### src/sv/spd_pkg.sv
// Package: widths, constants, codes and shared types of the slotted page directory.
package spd_pkg;

    localparam int PAGE_BYTES   = 4096;
    localparam int HEADER_BYTES = 32;
    localparam int ENTRY_BYTES  = 4;
    localparam int MAX_SLOTS    = 32;

    localparam int BYTE_W = 13;
    localparam int SLOT_W = $clog2(MAX_SLOTS);
    localparam int CNT_W  = $clog2(MAX_SLOTS + 1);
    localparam int KIND_W = 3;
    localparam int STAT_W = 2;

    localparam int IN_TDATA_W  = 24;
    localparam int OUT_TDATA_W = 72;

    typedef logic [BYTE_W-1:0] t_bytes;
    typedef logic [SLOT_W-1:0] t_slot;
    typedef logic [CNT_W-1:0]  t_count;

    typedef enum logic [KIND_W-1:0] {
        K_CLEAR   = 3'd0,
        K_INSERT  = 3'd1,
        K_READ    = 3'd2,
        K_DELETE  = 3'd3,
        K_COMPACT = 3'd4
    } t_kind;

    typedef enum logic [STAT_W-1:0] {
        ST_OK        = 2'd0,
        ST_FULL      = 2'd1,
        ST_NOT_FOUND = 2'd2,
        ST_ZERO_LEN  = 2'd3
    } t_status;

    typedef enum logic [2:0] {
        S_IDLE,
        S_LOOKUP,
        S_SCAN,
        S_DECIDE,
        S_WALK,
        S_PLACE,
        S_EMIT
    } t_state;

    typedef struct packed {
        t_bytes offset;
        t_bytes length;
    } t_slot_entry;

    typedef struct packed {
        logic        re;
        t_slot       raddr;
        logic        we;
        t_slot       waddr;
        t_slot_entry wdata;
    } t_ram_req;

    typedef struct packed {
        t_status status;
        t_slot   slot;
        t_bytes  offset;
        t_bytes  size;
        logic    is_move;
        t_bytes  source;
        logic    last;
        t_bytes  free_bytes;
        t_count  slots_in_use;
    } t_result;

endpackage

### src/sv/slotted_page_directory.sv
// Top level of the slotted page directory.
//
//  channel   dir  transfer                tuser      tdata (low bit up)
//  i_s_*     in   one command             kind       record_length, slot_number
//  o_m_*     out  one result (tlast=end)  is_move    status, slot_number_out, rec_offset,
//                                                    record_size, move_source, free_bytes,
//                                                    slots_in_use
//
// One command at a time. Insert scans and the compaction walk use the single read port
// of the slot RAM, stepped one entry per cycle; the walk holds on an entry that moves
// until the output can take its move transfer.
// Synchronous active-low reset empties the page; the slot RAM needs no clearing pass.
// Output backpressure stalls the compaction walk per move transfer.
module slotted_page_directory (
    input  logic                                i_clk,
    input  logic                                i_rst_n,
    input  logic                                i_s_tvalid,
    output logic                                o_s_tready,
    input  logic [spd_pkg::IN_TDATA_W-1:0]      i_s_tdata,  // record_length, slot_number
    input  logic [spd_pkg::KIND_W-1:0]          i_s_tuser,  // kind
    output logic                                o_m_tvalid,
    input  logic                                i_m_tready,
    output logic [spd_pkg::OUT_TDATA_W-1:0]     o_m_tdata,  // status, slot_number_out,
                                                            // rec_offset, record_size,
                                                            // move_source, free_bytes,
                                                            // slots_in_use
    output logic                                o_m_tuser,  // is_move
    output logic                                o_m_tlast
);
    import spd_pkg::*;

    t_ram_req         ram_req;
    logic [$bits(t_slot_entry)-1:0] ram_rdata;
    logic             push;
    t_result          result;
    logic             out_free;

    spd_slot_ram #(
        .DEPTH (MAX_SLOTS),
        .WIDTH ($bits(t_slot_entry))
    ) u_ram (
        .i_clk   (i_clk),
        .i_we    (ram_req.we),
        .i_waddr (ram_req.waddr),
        .i_wdata (ram_req.wdata),
        .i_re    (ram_req.re),
        .i_raddr (ram_req.raddr),
        .o_rdata (ram_rdata)
    );

    spd_ctrl u_ctrl (
        .i_clk       (i_clk),
        .i_rst_n     (i_rst_n),
        .i_valid     (i_s_tvalid),
        .o_ready     (o_s_tready),
        .i_kind      (t_kind'(i_s_tuser)),
        .i_len       (i_s_tdata[BYTE_W-1:0]),
        .i_sn        (i_s_tdata[BYTE_W+SLOT_W-1:BYTE_W]),
        .o_ram       (ram_req),
        .i_ram_rdata (t_slot_entry'(ram_rdata)),
        .o_push      (push),
        .o_result    (result),
        .i_out_free  (out_free)
    );

    spd_out_stage u_out (
        .i_clk      (i_clk),
        .i_rst_n    (i_rst_n),
        .i_push     (push),
        .i_result   (result),
        .o_free     (out_free),
        .o_m_tvalid (o_m_tvalid),
        .i_m_tready (i_m_tready),
        .o_m_tdata  (o_m_tdata),
        .o_m_tuser  (o_m_tuser),
        .o_m_tlast  (o_m_tlast)
    );

endmodule

### src/sv/spd_slot_ram.sv
// Simple dual-port RAM: one write port, one read port with registered read data.
module spd_slot_ram #(
    parameter int DEPTH = 32,
    parameter int WIDTH = 26
) (
    input  logic                     i_clk,
    input  logic                     i_we,
    input  logic [$clog2(DEPTH)-1:0] i_waddr,
    input  logic [WIDTH-1:0]         i_wdata,
    input  logic                     i_re,
    input  logic [$clog2(DEPTH)-1:0] i_raddr,
    output logic [WIDTH-1:0]         o_rdata
);

    logic [WIDTH-1:0] r_mem [DEPTH];
    logic [WIDTH-1:0] r_rdata;

    always_ff @(posedge i_clk) begin
        if (i_we) begin
            r_mem[i_waddr] <= i_wdata;
        end
    end

    // Hold read data until the next read.
    always_ff @(posedge i_clk) begin
        if (i_re) begin
            r_rdata <= r_mem[i_raddr];
        end
    end

    assign o_rdata = r_rdata;

endmodule

### src/sv/spd_out_stage.sv
// Output register of the result stream, with tdata packing.
module spd_out_stage (
    input  logic                                i_clk,
    input  logic                                i_rst_n,
    input  logic                                i_push,
    input  spd_pkg::t_result                    i_result,
    output logic                                o_free,
    output logic                                o_m_tvalid,
    input  logic                                i_m_tready,
    output logic [spd_pkg::OUT_TDATA_W-1:0]     o_m_tdata,
    output logic                                o_m_tuser,
    output logic                                o_m_tlast
);
    import spd_pkg::*;

    localparam int PAD_W = OUT_TDATA_W - STAT_W - SLOT_W - 4 * BYTE_W - CNT_W;

    logic    r_valid;
    t_result r_data;

    assign o_free = !r_valid || i_m_tready;

    always_ff @(posedge i_clk) begin
        if (!i_rst_n) begin
            r_valid <= 1'b0;
        end else if (o_free) begin
            r_valid <= i_push;
        end
    end

    always_ff @(posedge i_clk) begin
        if (o_free && i_push) begin
            r_data <= i_result;
        end
    end

    assign o_m_tvalid = r_valid;
    assign o_m_tuser  = r_data.is_move;
    assign o_m_tlast  = r_data.last;
    assign o_m_tdata  = {{PAD_W{1'b0}}, r_data.slots_in_use, r_data.free_bytes,
                         r_data.source, r_data.size, r_data.offset, r_data.slot,
                         r_data.status};

endmodule

### src/sv/spd_ctrl.sv
// Sequencer: directory scans, compaction walk and bookkeeping of the page bounds.
module spd_ctrl (
    input  logic                  i_clk,
    input  logic                  i_rst_n,
    input  logic                  i_valid,
    output logic                  o_ready,
    input  spd_pkg::t_kind        i_kind,
    input  spd_pkg::t_bytes       i_len,
    input  spd_pkg::t_slot        i_sn,
    output spd_pkg::t_ram_req     o_ram,
    input  spd_pkg::t_slot_entry  i_ram_rdata,
    output logic                  o_push,
    output spd_pkg::t_result      o_result,
    input  logic                  i_out_free
);
    import spd_pkg::*;

    t_state  r_state, n_state;
    t_count  r_total, n_total;
    t_bytes  r_fstart, n_fstart;
    t_bytes  r_fend, n_fend;
    t_bytes  r_frag, n_frag;
    t_count  r_idx, n_idx;
    t_kind   r_kind, n_kind;
    t_bytes  r_len, n_len;
    t_slot   r_sn, n_sn;
    logic    r_reuse, n_reuse;
    t_slot   r_slot, n_slot;
    logic    r_after_ins, n_after_ins;
    t_bytes  r_new_end, n_new_end;
    t_bytes  r_fb_final, n_fb_final;
    t_count  r_total_final, n_total_final;
    t_result r_res, n_res;

    t_bytes            contig;
    logic [BYTE_W:0]   avail_tot;
    logic [BYTE_W:0]   needed;
    t_count            idx_next;
    t_bytes            dest;
    t_bytes            walk_end;
    t_slot             place_slot;

    assign contig    = (r_fend > r_fstart) ? (r_fend - r_fstart) : '0;
    assign avail_tot = {1'b0, contig} + {1'b0, r_frag};
    assign needed    = {1'b0, r_len} + (r_reuse ? '0 : (BYTE_W + 1)'(ENTRY_BYTES));
    assign idx_next  = r_idx + 1'b1;
    assign dest      = (i_ram_rdata.length <= r_new_end) ?
                       (r_new_end - i_ram_rdata.length) : '0;
    assign walk_end  = (i_ram_rdata.length != '0) ? dest : r_new_end;
    assign place_slot = r_reuse ? r_slot : r_total[SLOT_W-1:0];

    assign o_ready = (r_state == S_IDLE);

    always_comb begin
        n_state       = r_state;
        n_total       = r_total;
        n_fstart      = r_fstart;
        n_fend        = r_fend;
        n_frag        = r_frag;
        n_idx         = r_idx;
        n_kind        = r_kind;
        n_len         = r_len;
        n_sn          = r_sn;
        n_reuse       = r_reuse;
        n_slot        = r_slot;
        n_after_ins   = r_after_ins;
        n_new_end     = r_new_end;
        n_fb_final    = r_fb_final;
        n_total_final = r_total_final;
        n_res         = r_res;
        o_ram         = '0;
        o_push        = 1'b0;
        o_result      = '0;

        unique case (r_state)
            S_IDLE: begin
                if (i_valid) begin
                    n_kind  = i_kind;
                    n_len   = i_len;
                    n_sn    = i_sn;
                    n_reuse = 1'b0;
                    n_res   = '0;
                    unique case (i_kind)
                        K_CLEAR: begin
                            n_total  = '0;
                            n_fstart = BYTE_W'(HEADER_BYTES);
                            n_fend   = BYTE_W'(PAGE_BYTES);
                            n_frag   = '0;
                            n_state  = S_EMIT;
                        end
                        K_INSERT: begin
                            if (i_len == '0) begin
                                n_res.status = ST_ZERO_LEN;
                                n_state      = S_EMIT;
                            end else if (r_total == '0) begin
                                n_state = S_DECIDE;
                            end else begin
                                o_ram.re    = 1'b1;
                                o_ram.raddr = '0;
                                n_idx       = '0;
                                n_state     = S_SCAN;
                            end
                        end
                        K_READ, K_DELETE: begin
                            if ({1'b0, i_sn} >= r_total) begin
                                n_res.status = ST_NOT_FOUND;
                                n_res.slot   = i_sn;
                                n_state      = S_EMIT;
                            end else begin
                                o_ram.re    = 1'b1;
                                o_ram.raddr = i_sn;
                                n_state     = S_LOOKUP;
                            end
                        end
                        K_COMPACT: begin
                            n_after_ins = 1'b0;
                            if (r_frag == '0) begin
                                n_state = S_EMIT;
                            end else begin
                                // Fragmented bytes imply at least one slot.
                                n_fb_final    = BYTE_W'(avail_tot);
                                n_total_final = r_total;
                                n_new_end     = BYTE_W'(PAGE_BYTES);
                                n_idx         = '0;
                                o_ram.re      = 1'b1;
                                o_ram.raddr   = '0;
                                n_state       = S_WALK;
                            end
                        end
                        default: begin
                            n_state = S_EMIT;
                        end
                    endcase
                end
            end

            S_LOOKUP: begin
                n_res.slot = r_sn;
                if (i_ram_rdata.length != '0) begin
                    n_res.status = ST_OK;
                    n_res.offset = i_ram_rdata.offset;
                    n_res.size   = i_ram_rdata.length;
                    if (r_kind == K_DELETE) begin
                        o_ram.we    = 1'b1;
                        o_ram.waddr = r_sn;
                        o_ram.wdata = '0;
                        n_frag      = r_frag + i_ram_rdata.length;
                    end
                end else begin
                    n_res.status = ST_NOT_FOUND;
                end
                n_state = S_EMIT;
            end

            S_SCAN: begin
                // Read of the next entry overlaps the check of this one.
                if (i_ram_rdata.length == '0) begin
                    n_reuse = 1'b1;
                    n_slot  = r_idx[SLOT_W-1:0];
                    n_state = S_DECIDE;
                end else if (idx_next == r_total) begin
                    n_state = S_DECIDE;
                end else begin
                    o_ram.re    = 1'b1;
                    o_ram.raddr = idx_next[SLOT_W-1:0];
                    n_idx       = idx_next;
                end
            end

            S_DECIDE: begin
                if (!r_reuse && r_total >= CNT_W'(MAX_SLOTS)) begin
                    n_res.status = ST_FULL;
                    n_state      = S_EMIT;
                end else if ({1'b0, contig} >= needed) begin
                    n_state = S_PLACE;
                end else if (avail_tot >= needed) begin
                    // Compaction keeps the total free space, so the final
                    // figures are known before the walk starts.
                    n_after_ins   = 1'b1;
                    n_fb_final    = BYTE_W'(avail_tot - needed);
                    n_total_final = r_reuse ? r_total : (r_total + 1'b1);
                    n_new_end     = BYTE_W'(PAGE_BYTES);
                    n_idx         = '0;
                    o_ram.re      = 1'b1;
                    o_ram.raddr   = '0;
                    n_state       = S_WALK;
                end else begin
                    n_res.status = ST_FULL;
                    n_state      = S_EMIT;
                end
            end

            S_WALK: begin
                // Write-back of this entry and read of the next never share an address.
                if (i_ram_rdata.length == '0 || i_out_free) begin
                    if (i_ram_rdata.length != '0) begin
                        o_push                = 1'b1;
                        o_result.status       = ST_OK;
                        o_result.slot         = r_idx[SLOT_W-1:0];
                        o_result.offset       = dest;
                        o_result.size         = i_ram_rdata.length;
                        o_result.is_move      = 1'b1;
                        o_result.source       = i_ram_rdata.offset;
                        o_result.last         = 1'b0;
                        o_result.free_bytes   = r_fb_final;
                        o_result.slots_in_use = r_total_final;
                        o_ram.we              = 1'b1;
                        o_ram.waddr           = r_idx[SLOT_W-1:0];
                        o_ram.wdata.offset    = dest;
                        o_ram.wdata.length    = i_ram_rdata.length;
                    end
                    n_new_end = walk_end;
                    if (idx_next == r_total) begin
                        n_fend  = walk_end;
                        n_frag  = '0;
                        n_state = r_after_ins ? S_PLACE : S_EMIT;
                    end else begin
                        o_ram.re    = 1'b1;
                        o_ram.raddr = idx_next[SLOT_W-1:0];
                        n_idx       = idx_next;
                    end
                end
            end

            S_PLACE: begin
                n_fend = r_fend - r_len;
                if (!r_reuse) begin
                    n_total  = r_total + 1'b1;
                    n_fstart = r_fstart + BYTE_W'(ENTRY_BYTES);
                end
                o_ram.we           = 1'b1;
                o_ram.waddr        = place_slot;
                o_ram.wdata.offset = r_fend - r_len;
                o_ram.wdata.length = r_len;
                n_res.status       = ST_OK;
                n_res.slot         = place_slot;
                n_res.offset       = r_fend - r_len;
                n_res.size         = r_len;
                n_state            = S_EMIT;
            end

            S_EMIT: begin
                o_result              = r_res;
                o_result.last         = 1'b1;
                o_result.free_bytes   = contig + r_frag;
                o_result.slots_in_use = r_total;
                if (i_out_free) begin
                    o_push  = 1'b1;
                    n_state = S_IDLE;
                end
            end

            default: begin
                n_state = S_IDLE;
            end
        endcase
    end

    always_ff @(posedge i_clk) begin
        if (!i_rst_n) begin
            r_state  <= S_IDLE;
            r_total  <= '0;
            r_fstart <= BYTE_W'(HEADER_BYTES);
            r_fend   <= BYTE_W'(PAGE_BYTES);
            r_frag   <= '0;
        end else begin
            r_state  <= n_state;
            r_total  <= n_total;
            r_fstart <= n_fstart;
            r_fend   <= n_fend;
            r_frag   <= n_frag;
        end
    end

    always_ff @(posedge i_clk) begin
        r_idx         <= n_idx;
        r_kind        <= n_kind;
        r_len         <= n_len;
        r_sn          <= n_sn;
        r_reuse       <= n_reuse;
        r_slot        <= n_slot;
        r_after_ins   <= n_after_ins;
        r_new_end     <= n_new_end;
        r_fb_final    <= n_fb_final;
        r_total_final <= n_total_final;
        r_res         <= n_res;
    end

endmodule
### config.mk
export PLATFORM = sky130hd
export DESIGN_NAME = slotted_page_directory
export DESIGN_NICKNAME = d
export VERILOG_FILES = /design/src/sv/spd_pkg.sv /design/src/sv/slotted_page_directory.sv /design/src/sv/spd_slot_ram.sv /design/src/sv/spd_out_stage.sv /design/src/sv/spd_ctrl.sv
export SDC_FILE = /design/constraint.sdc
export NUM_CORES = 1
export LEC_CHECK = 0
export ABC_AREA = 1
export BUFFER_PORTS_ARGS = -buffer_cell sky130_fd_sc_hd__buf_2
export CORE_ASPECT_RATIO = 1.4
export CORE_MARGIN = 4
export CORE_UTILIZATION = 51
export CTS_CLUSTER_DIAMETER = 150
export DETAILED_ROUTE_END_ITERATION = 10
export PLACE_DENSITY = 0.63
export RECOVER_POWER = 25
export SLEW_MARGIN = 5
export SYNTH_ARGS = -nofsm -noshare
export SYNTH_HDL_FRONTEND = slang
export SYNTH_SLANG_ARGS = --single-unit
export TNS_END_PERCENT = 20
### constraint.sdc
create_clock -name i_clk -period 13.3 [get_ports i_clk]
set_input_delay 2.66 -clock i_clk [delete_from_list [all_inputs] [get_ports i_clk]]
set_output_delay 2.66 -clock i_clk [all_outputs]
set_load 0.005 [all_outputs]
==> summary.txt, run 1 <==
Outcome
  • Outcome: finished, violations left
  • Failing checks: capacitance limit, slew limit

Die
  • Ports: ~110
  • Horiz. Die Dim: roughly 270 µm
  • Die Ht: 373 µm
  • Initial core utilization: ~50%
  • Core ar.: between 0.09 and 0.1 mm²
  • Die area: 0.100 mm²
  • Rows: around 130

Clocking
  • Hold Buf Count CTS: 0
  • Post-CTS Setup Inserts: 0
  • Num CTS Buffers: slightly above 100
  • CTS tree: done
  • Post-CTS Resized: 0
  • H-Tree Depth: 3
  • CTS max path bufs: 3
  • Worst-Skew Late Latency: roughly 0.70 ns
  • Clk pin slew, worst setup/hold paths: roughly 0.06 ns
  • Root Driver: clkbuf_16
  • Num Clock Sinks: ~1100

Pwr
  • Peak supply drop: between 0.00015 and 0.0002 V
  • Internal power: ~7.6 mW
  • Seq pwr share: ~36%
  • Logic pwr share: a little over two fifths
  • Leakage dissipation: 20.1 nW
  • Power Density: 243 mW/mm²
  • Switching part of the total power: between 40% and 50%
  • Clock network power share: between 20 and 25%
  • Switching Power: approximately 5.4 mW

Drt
  • Drt first-iter violations: approximately 2400
  • DR pass1 iterations: 6
  • Total wire length: between 100 and 150 mm
  • DRT antenna net count: 0
  • Vias per Instance: 5.51
  • Wire per inst: roughly 21 µm
  • DR DRC count: 0
  • Overall via count from detail_route: approximately 32000

Synth
  • Post-synth EDFFs: approximately 1000
  • Register bit total from synthesis: between 1000 and 1500
  • Syn_area_per_cell: approximately 11 µm²
  • Syn Std Cell Area: 0.0485 mm²
  • Post-Syn Instances: around 4500
  • Leading area contributor after synthesis: edfxtp_1
  • Yosys top cell area share: a little under two thirds
  • Ys async rst share: 0%
  • Top_reg_cell synth: edfxtp_1
  • Synth top area cells: edfxtp_1 63%, nand2_1 6.3%, inv_1 5.0%, o21ai_0 4.8%, o211ai_1 3.2%
  • Post-synthesis sequential area ratio: approximately two thirds
  • Syn. warnings: 0
  • Synth unique cells: between 50 and 60

Finish
  • Cell area after layout: approximately 0.053 mm²
  • Antenna diode count: 0
  • Nets: 4632
  • Area grow syn2layout: 9.92%
  • Commonest non-fill, non-tap cells in the layout: 1024 x edfxtp_1, 821 x nand2_1, 651 x inv_1
  • Commonest non-fill, non-tap cell in the layout: edfxtp_1
  • Layout Utilization: ~57%
  • Share of layout cells above drive strength 1: between 6 and 7%

Critical path
  • Startpoint types: primary input
  • Worst Path Arrival: between 8 and 9 ns
  • R2r setup slk: 6.39 ns
  • Critical path buffers and inverters: 6
  • Critical path required time: ~14 ns
  • Slowest library cell on the worst path: nor2_1
  • Crit-path max FO: slightly above 60
  • CP top delay family: buffers and inverters
  • Cells along the critical path: clkbuf_1 -> inv_1 -> nor2_1 -> nand3_1 -> o21ai_4 -> buf_4 -> inv_4 -> buf_4 -> buf_4 -> a21oi_1 -> o21ai_0 -> a21oi_1 -> o21ai_1 -> nand2_1 -> nand2_1
  • Delay of the slowest cell on the worst path: 1.68 ns
  • Worst setup EP type: register
  • WS Path Type: in2reg
  • CP dominant cell by count: buf_4

Timing
  • Clock Skew: between 0.02 and 0.025 ns
  • # setup viols final: 0
  • Setup TNS: 0 ns
  • Period Utilization, post-route: approximately three fifths
  • RSZ-0062 raised after global routing: false
  • Period minus WS final: ~8 ns
  • Slew HR: -71.2%
  • Hold Slack: about 0.5 ns
  • Pins over their slew limit: approximately 300
  • Crit path setup slack, layout: ~5.4 ns
  • FMAX: roughly 130 MHz
  • Final hold violations: 0
  • Worst slew pin tran: 2.57 ns

Hold path
  • Type of the tightest min-delay check: reg2reg

Global routing
  • First-pass GRT wire length: 184 mm
  • Met3 Use GR: roughly 2.7%
  • Vias in the first global route: 30798
  • Largest net degree at the start of global routing: approximately 250
  • M1 GR Usage: between 20% and 30%
  • GRT Total Usage: ~24%
  • Initial antenna violation count: 0
  • Met2 Use GR: 44.6%
  • Grt ovf: 0
  • Busiest grt layer: met2

Placed design
  • Dpl hpwl: roughly 77 mm
  • IO Port Bufs: 93
  • GP Congestion: ~0.9
  • Post-DP Area: approximately 0.050 mm²
  • Pre-CTS setup slack: between 5 and 6 ns

Flow run
  • MaxCap Viol Count: 9
## per-layer routing
metal | share of wire, % | routed length (µm)
met1 | 37 | 46000
met4 | 5.5 | 6720
met5 | 0 | 0
met3 | 5.0 | 6200
met2 | 52 | 64300
## cells in the mapped netlist (3+ instances only)
library cell     n
mux2i_1         26
xor2_1          35
o211ai_1       210
a21oi_1        294
o21ai_0        461
clkbuf_1        88
inv_1          648
nor2_2           3
nand3b_1         6
nor2_1         167
or4_1            3
and2_1           4
ha_1            98
nor4_1           5
dfxtp_1         47
o21ai_1         43
or2_2           14
fa_1             5
buf_2          100
o22ai_1         27
a31oi_1         12
nand2_2          3
xnor2_1          7
nand3_1        126
nand4_1         22
buf_6            4
inv_2           12
buf_1            6
o21a_1           3
nor3_1          35
o2111ai_1        4
nand2_1        820
a211oi_1         5
o21bai_1         6
edfxtp_1      1024
buf_4           18
o31ai_1         31
## worst register-to-register path: stages (launching register included)
cell and delay [ns]:
dfxtp_1 0.37, nor2_1 0.18, inv_2 0.06, nor2_1 0.46, inv_2 0.22, nor2_1 1.72, nand3_1 0.34, o21ai_4 0.14
buf_4 0.75, inv_4 0.52, buf_4 0.45, buf_4 0.49, a21oi_1 0.24, o21ai_0 0.11, a21oi_1 0.20, o21ai_1 0.13
nand2_1 0.15, nand2_1 0.12
## per-stage QoR
| step | total power, mW | std cells |
|---|---|---|
| after floorplan | 8.49 | 4458 |
| after global placement | 10.1 | 5610 |
| after detailed placement | 10.2 | 5610 |
| after CTS | 13.1 | 5796 |
| after global routing | 13.8 | 5796 |
| final | 13.0 | 5796 |
## power by group through the flow
stage | Clock (mW) | Combinational [mW] | Sequential (mW)
6_report | 2.82 | 5.51 | 4.64
4_1_cts | 2.87 | 5.55 | 4.63
3_3_place_gp | 0 | 5.45 | 4.69
3_5_place_dp | 0 | 5.54 | 4.70
2_1_floorplan | 0 | 3.83 | 4.66
5_1_grt | 3.01 | 6.13 | 4.67
## flip-flops by register name, indices dropped and copies added, names as in the netlist, 11 cells and up
name and cells:
u_ctrl.r_fb_final 13, u_ctrl.r_fend 13, u_ctrl.r_frag 13, u_ctrl.r_fstart 11, u_ctrl.r_len 13, u_ctrl.r_new_end 13, u_ctrl.r_res 33, u_out.o_m_tdata 65
u_ram.o_rdata 26, u_ram.r_mem 832
## final cells by class
type	instances	area, µm²
fillers	7825	40900
flip-flops and latches	1071	31700
multi-input cells	2507	13600
clock buffers	127	2670
inverters	663	2500
well taps	1215	1520
repair buffers	154	805
clock inverters	59	526
## logic make-up (layout without fill, tap and decap cells)
kind of cell	count (synthesis)	in the layout	share of synthesized area, %
simple gates	1216	1216	10.3
compound gates	1111	1111	13.1
flops	1071	1071	65.3
buf+inv	880	1003	7.28
fa+ha+maj	103	103	2.73
xor+xnor	42	42	0.758
mux	26	26	0.536
other cells	2	9	0.0155
## path summary, 6_finish.rpt
kind         cells after the start                   to                start
max                             15    u_ram.o_rdata[24]           i_s_tvalid
min                              2  u_ctrl.r_fstart[11]  u_ctrl.r_fstart[10]
max reg2reg                     17    u_ram.o_rdata[24]    u_ctrl.r_state[1]
min reg2reg                      2  u_ctrl.r_fstart[11]  u_ctrl.r_fstart[10]
No activity file was read; power rests on OpenSTA's default activity.
==> run 2, diff against run 1 <==
--- a/config.mk
+++ b/config.mk
@@ -12,7 +12,7 @@
 export CORE_UTILIZATION = 51
 export CTS_CLUSTER_DIAMETER = 150
 export DETAILED_ROUTE_END_ITERATION = 10
-export PLACE_DENSITY = 0.63
+export PLACE_DENSITY = 0.66
 export RECOVER_POWER = 25
 export SLEW_MARGIN = 5
 export SYNTH_ARGS = -nofsm -noshare
==> constraint.sdc (replaced) <==
create_clock -name i_clk -period 7.13 [get_ports i_clk]
set_input_delay 1.426 -clock i_clk [delete_from_list [all_inputs] [get_ports i_clk]]
set_output_delay 1.426 -clock i_clk [all_outputs]
set_load 0.005 [all_outputs]
==> run 2 against run 1 <==
  * The run still ends with capacitance limit, slew limit left
  * Global-route usage is essentially flat
  * Critical path type is now reg2reg
  * Critical endpoint is now u_ram.r_mem[12][6]
  * Die area is the same
  * Clock power grew 93%
  * Highest routed layer unchanged
==> summary.txt, run 2 (same netlist as run 1, synthesis figures left out) <==
Global routing
  • Vias in the first global route: 30937 (was 30798)
  • Largest net degree at the start of global routing: 198 (was 246)
  • Met3 Use GR: 2.60% (was 2.73%)
  • GRT Total Usage: 24.5% (was 24.4%)
  • Grt ovf: 0 (unchanged)
  • Met2 Use GR: 44.4% (was 44.6%)
  • Initial antenna violation count: 0 (unchanged)
  • Busiest grt layer: met2 (unchanged)
  • M1 GR Usage: 28.4% (was 28.2%)
  • First-pass GRT wire length: 185 mm (was 184 mm)

Critical path
  • Worst setup EP type: register (unchanged)
  • Critical path required time: 7.38 ns (was 13.73 ns)
  • Startpoint types: register (was primary input)
  • Worst Path Arrival: 6.51 ns (was 8.29 ns)
  • Crit. Startpoint: u_ctrl.r_state[1] (was i_s_tvalid)
  • R2R depth: 10 (was 17)
  • Crit-path max FO: 40 (was 62)
  • WS Path Type: reg2reg (was in2reg)
  • RR Startpoint: u_ctrl.r_state[1] (unchanged)

Drt
  • Overall via count from detail_route: 32296 (was 31951)
  • Vias per Instance: 5.57 (was 5.51)
  • Drt first-iter violations: 2786 (was 2443)
  • Total wire length: 125 mm (was 123 mm)
  • DR DRC count: 0 (unchanged)
  • DR pass1 iterations: 8 (was 6)
  • Wire per inst: 21.5 µm (was 21.3 µm)
  • DRT antenna net count: 0 (unchanged)

Timing
  • Period Utilization, post-route: a little under 90%
  • Setup TNS: 0 ns (unchanged)
  • Pins over their slew limit: 380 (was 304)
  • FMAX: ~160 MHz
  • Slew HR: -62.8% (was -71.2%)
  • Clock Skew: 0.0235 ns (was 0.0248 ns)
  • Period minus WS final: 6.26 ns
  • RSZ-0062 raised after global routing: false (unchanged)
  • Final hold violations: 0 (unchanged)
  • # setup viols final: 0 (unchanged)
  • Worst slew pin tran: 2.44 ns (was 2.57 ns)

Pwr
  • Switching Power: 10.1 mW (was 5.36 mW)
  • Peak supply drop: 0.000320 V (was 0.000179 V)
  • Logic pwr share: 42.5% (about the same)
  • Internal power: 14.5 mW (was 7.60 mW)
  • Power Density: 458 mW/mm² (was 243 mW/mm²)
  • Clock network power share: 22.2% (was 21.7%)
  • Final total power: 24.5 mW (was 13.0 mW)
  • Switching part of the total power: 41.1% (was 41.4%)
  • Seq pwr share: 35.3% (was 35.8%)
  • Leakage dissipation: 20.2 nW (was 20.1 nW)

Clocking
  • Post-CTS Resized: 0 (unchanged)
  • Num CTS Buffers: 101 (unchanged)
  • Hold Buf Count CTS: 0 (unchanged)
  • Post-CTS Setup Inserts: 0 (unchanged)
  • H-Tree Depth: 3 (unchanged)
  • Root Driver: clkbuf_16 (unchanged)
  • Clk pin slew, worst setup/hold paths: 0.06 ns (about the same)
  • Worst-Skew Late Latency: 0.69 ns (was 0.70 ns)
  • CTS tree: done (unchanged)
  • Num Clock Sinks: 1071 (unchanged)
  • CTS max path bufs: 3 (unchanged)

Finish
  • Max FFs per register: 832 (unchanged)
  • Nets: 4640 (was 4632)
  • Most flops, register: u_ram.r_mem (unchanged)
  • Filler cell count: 7764 (was 7825)
  • Commonest non-fill, non-tap cells in the layout: 1024 x edfxtp_1, 821 x nand2_1, 653 x inv_1 (was 1024 x edfxtp_1, 821 x nand2_1, 651 x inv_1)
  • Cell area after layout: 0.0536 mm² (was 0.0533 mm²)
  • Share of layout cells above drive strength 1: 6.54% (was 6.40%)
  • Commonest non-fill, non-tap cell in the layout: edfxtp_1 (unchanged)
  • Antenna diode count: 0 (unchanged)
  • Area grow syn2layout: 10.5% (was 9.92%)

Outcome
  • Failing checks: capacitance limit, slew limit (unchanged)
  • Outcome: finished, violations left (unchanged)

Die
  • Rows: 133 (unchanged)
  • Initial core utilization: 51.5% (unchanged)
  • Core ar.: 0.0942 mm² (unchanged)
  • Die area: 0.100 mm² (unchanged)
  • Horiz. Die Dim: 269 µm (unchanged)
  • Die Ht: 373 µm (unchanged)
  • Ports: 107 (unchanged)

Hold path
  • Worst hold path depth: 2 (unchanged)
  • Hold wc startpoint: u_ctrl.r_fstart[10] (unchanged)
  • Type of the tightest min-delay check: reg2reg (unchanged)

Placed design
  • Dpl hpwl: 79.9 mm (was 76.6 mm)
  • Post-DP Area: 0.0505 mm² (was 0.0504 mm²)
  • IO Port Bufs: 93 (unchanged)
  • GP Congestion: 0.898 (was 0.907)

Flow run
  • MaxCap Viol Count: 13 (was 9)
==> run 2: cell types whose count changed in the layout (fill, tap and decap cells not counted), sizes merged <==
cell	delta
buf	+8
inv	-4
bufinv	+5
clkbuf	-1
clkinv	-2
clkinvlp	-1
==> run 2: through the flow <==
| stage | instances | utilization, % | setup slack, ns | hold slack [ns] |
|---|---|---|---|---|
| final | 5801 | 56.9 | 0.868 | 0.510 |
| after global routing | 5801 | 56.9 | 0.262 | 0.527 |
| after CTS | 5801 | 57.2 | 1.05 | 0.509 |
| after detailed placement | 5618 | 53.7 | 1.06 | 0.500 |
| after global placement | 5618 | 53.7 | 1.07 | 0.489 |
| after floorplan | 4458 | - | 0.335 | 0.428 |
==> run 2: layer usage <==
metal / up-vias / part of all wire, %
met5: - / 0
met2: 1033 / 52
met1: 15394 / 37
li1: 15566 / -
met3: 303 / 5.0
met4: 0 / 5.4
==> run 2: critical path, cell delays in order (launching register included) <==
cell and delay [ns]:
dfxtp_1 0.36, nor2_1 0.19, clkinv_1 0.13, nor2_1 0.10
clkbuf_1 0.66, inv_1 0.56, nor2_1 0.96, nand2_2 0.12
clkbuf_1 0.94, o22ai_1 0.50, clkbuf_1 1.21
==> run 2: final timing paths <==
| kind | end | slack, ns |
|---|---|---|
| worst min register to register | u_ctrl.r_fstart[11] | 0.51 |
| worst max register to register | u_ram.r_mem[12][6] | 0.87 |
| worst max-delay path | u_ram.r_mem[12][6] | 0.87 |
| worst min-delay path | u_ctrl.r_fstart[11] | 0.51 |
==> run 2: cell type report <==
| type | instances | area, µm² | share of cell area, % |
|---|---|---|---|
| clock buffers | 126 | 2680 | 5.00 |
| clock inverters | 57 | 654 | 1.22 |
| inverters | 663 | 2500 | 4.66 |
| multi-input cells | 2507 | 13600 | 25.4 |
| flip-flops and latches | 1071 | 31700 | 59.1 |
| well taps | 1215 | 1520 | 2.83 |
| repair buffers | 162 | 955 | 1.78 |
==> run 2: power by group through the flow <==
stage / registers (mW) / logic [mW] / clock network, mW
2_1_floorplan: 8.69 / 7.14 / 0
3_3_place_gp: 8.75 / 10.3 / 0
3_5_place_dp: 8.76 / 10.4 / 0
4_1_cts: 8.63 / 10.5 / 5.53
5_1_grt: 8.72 / 11.5 / 5.79
6_report: 8.66 / 10.4 / 5.45
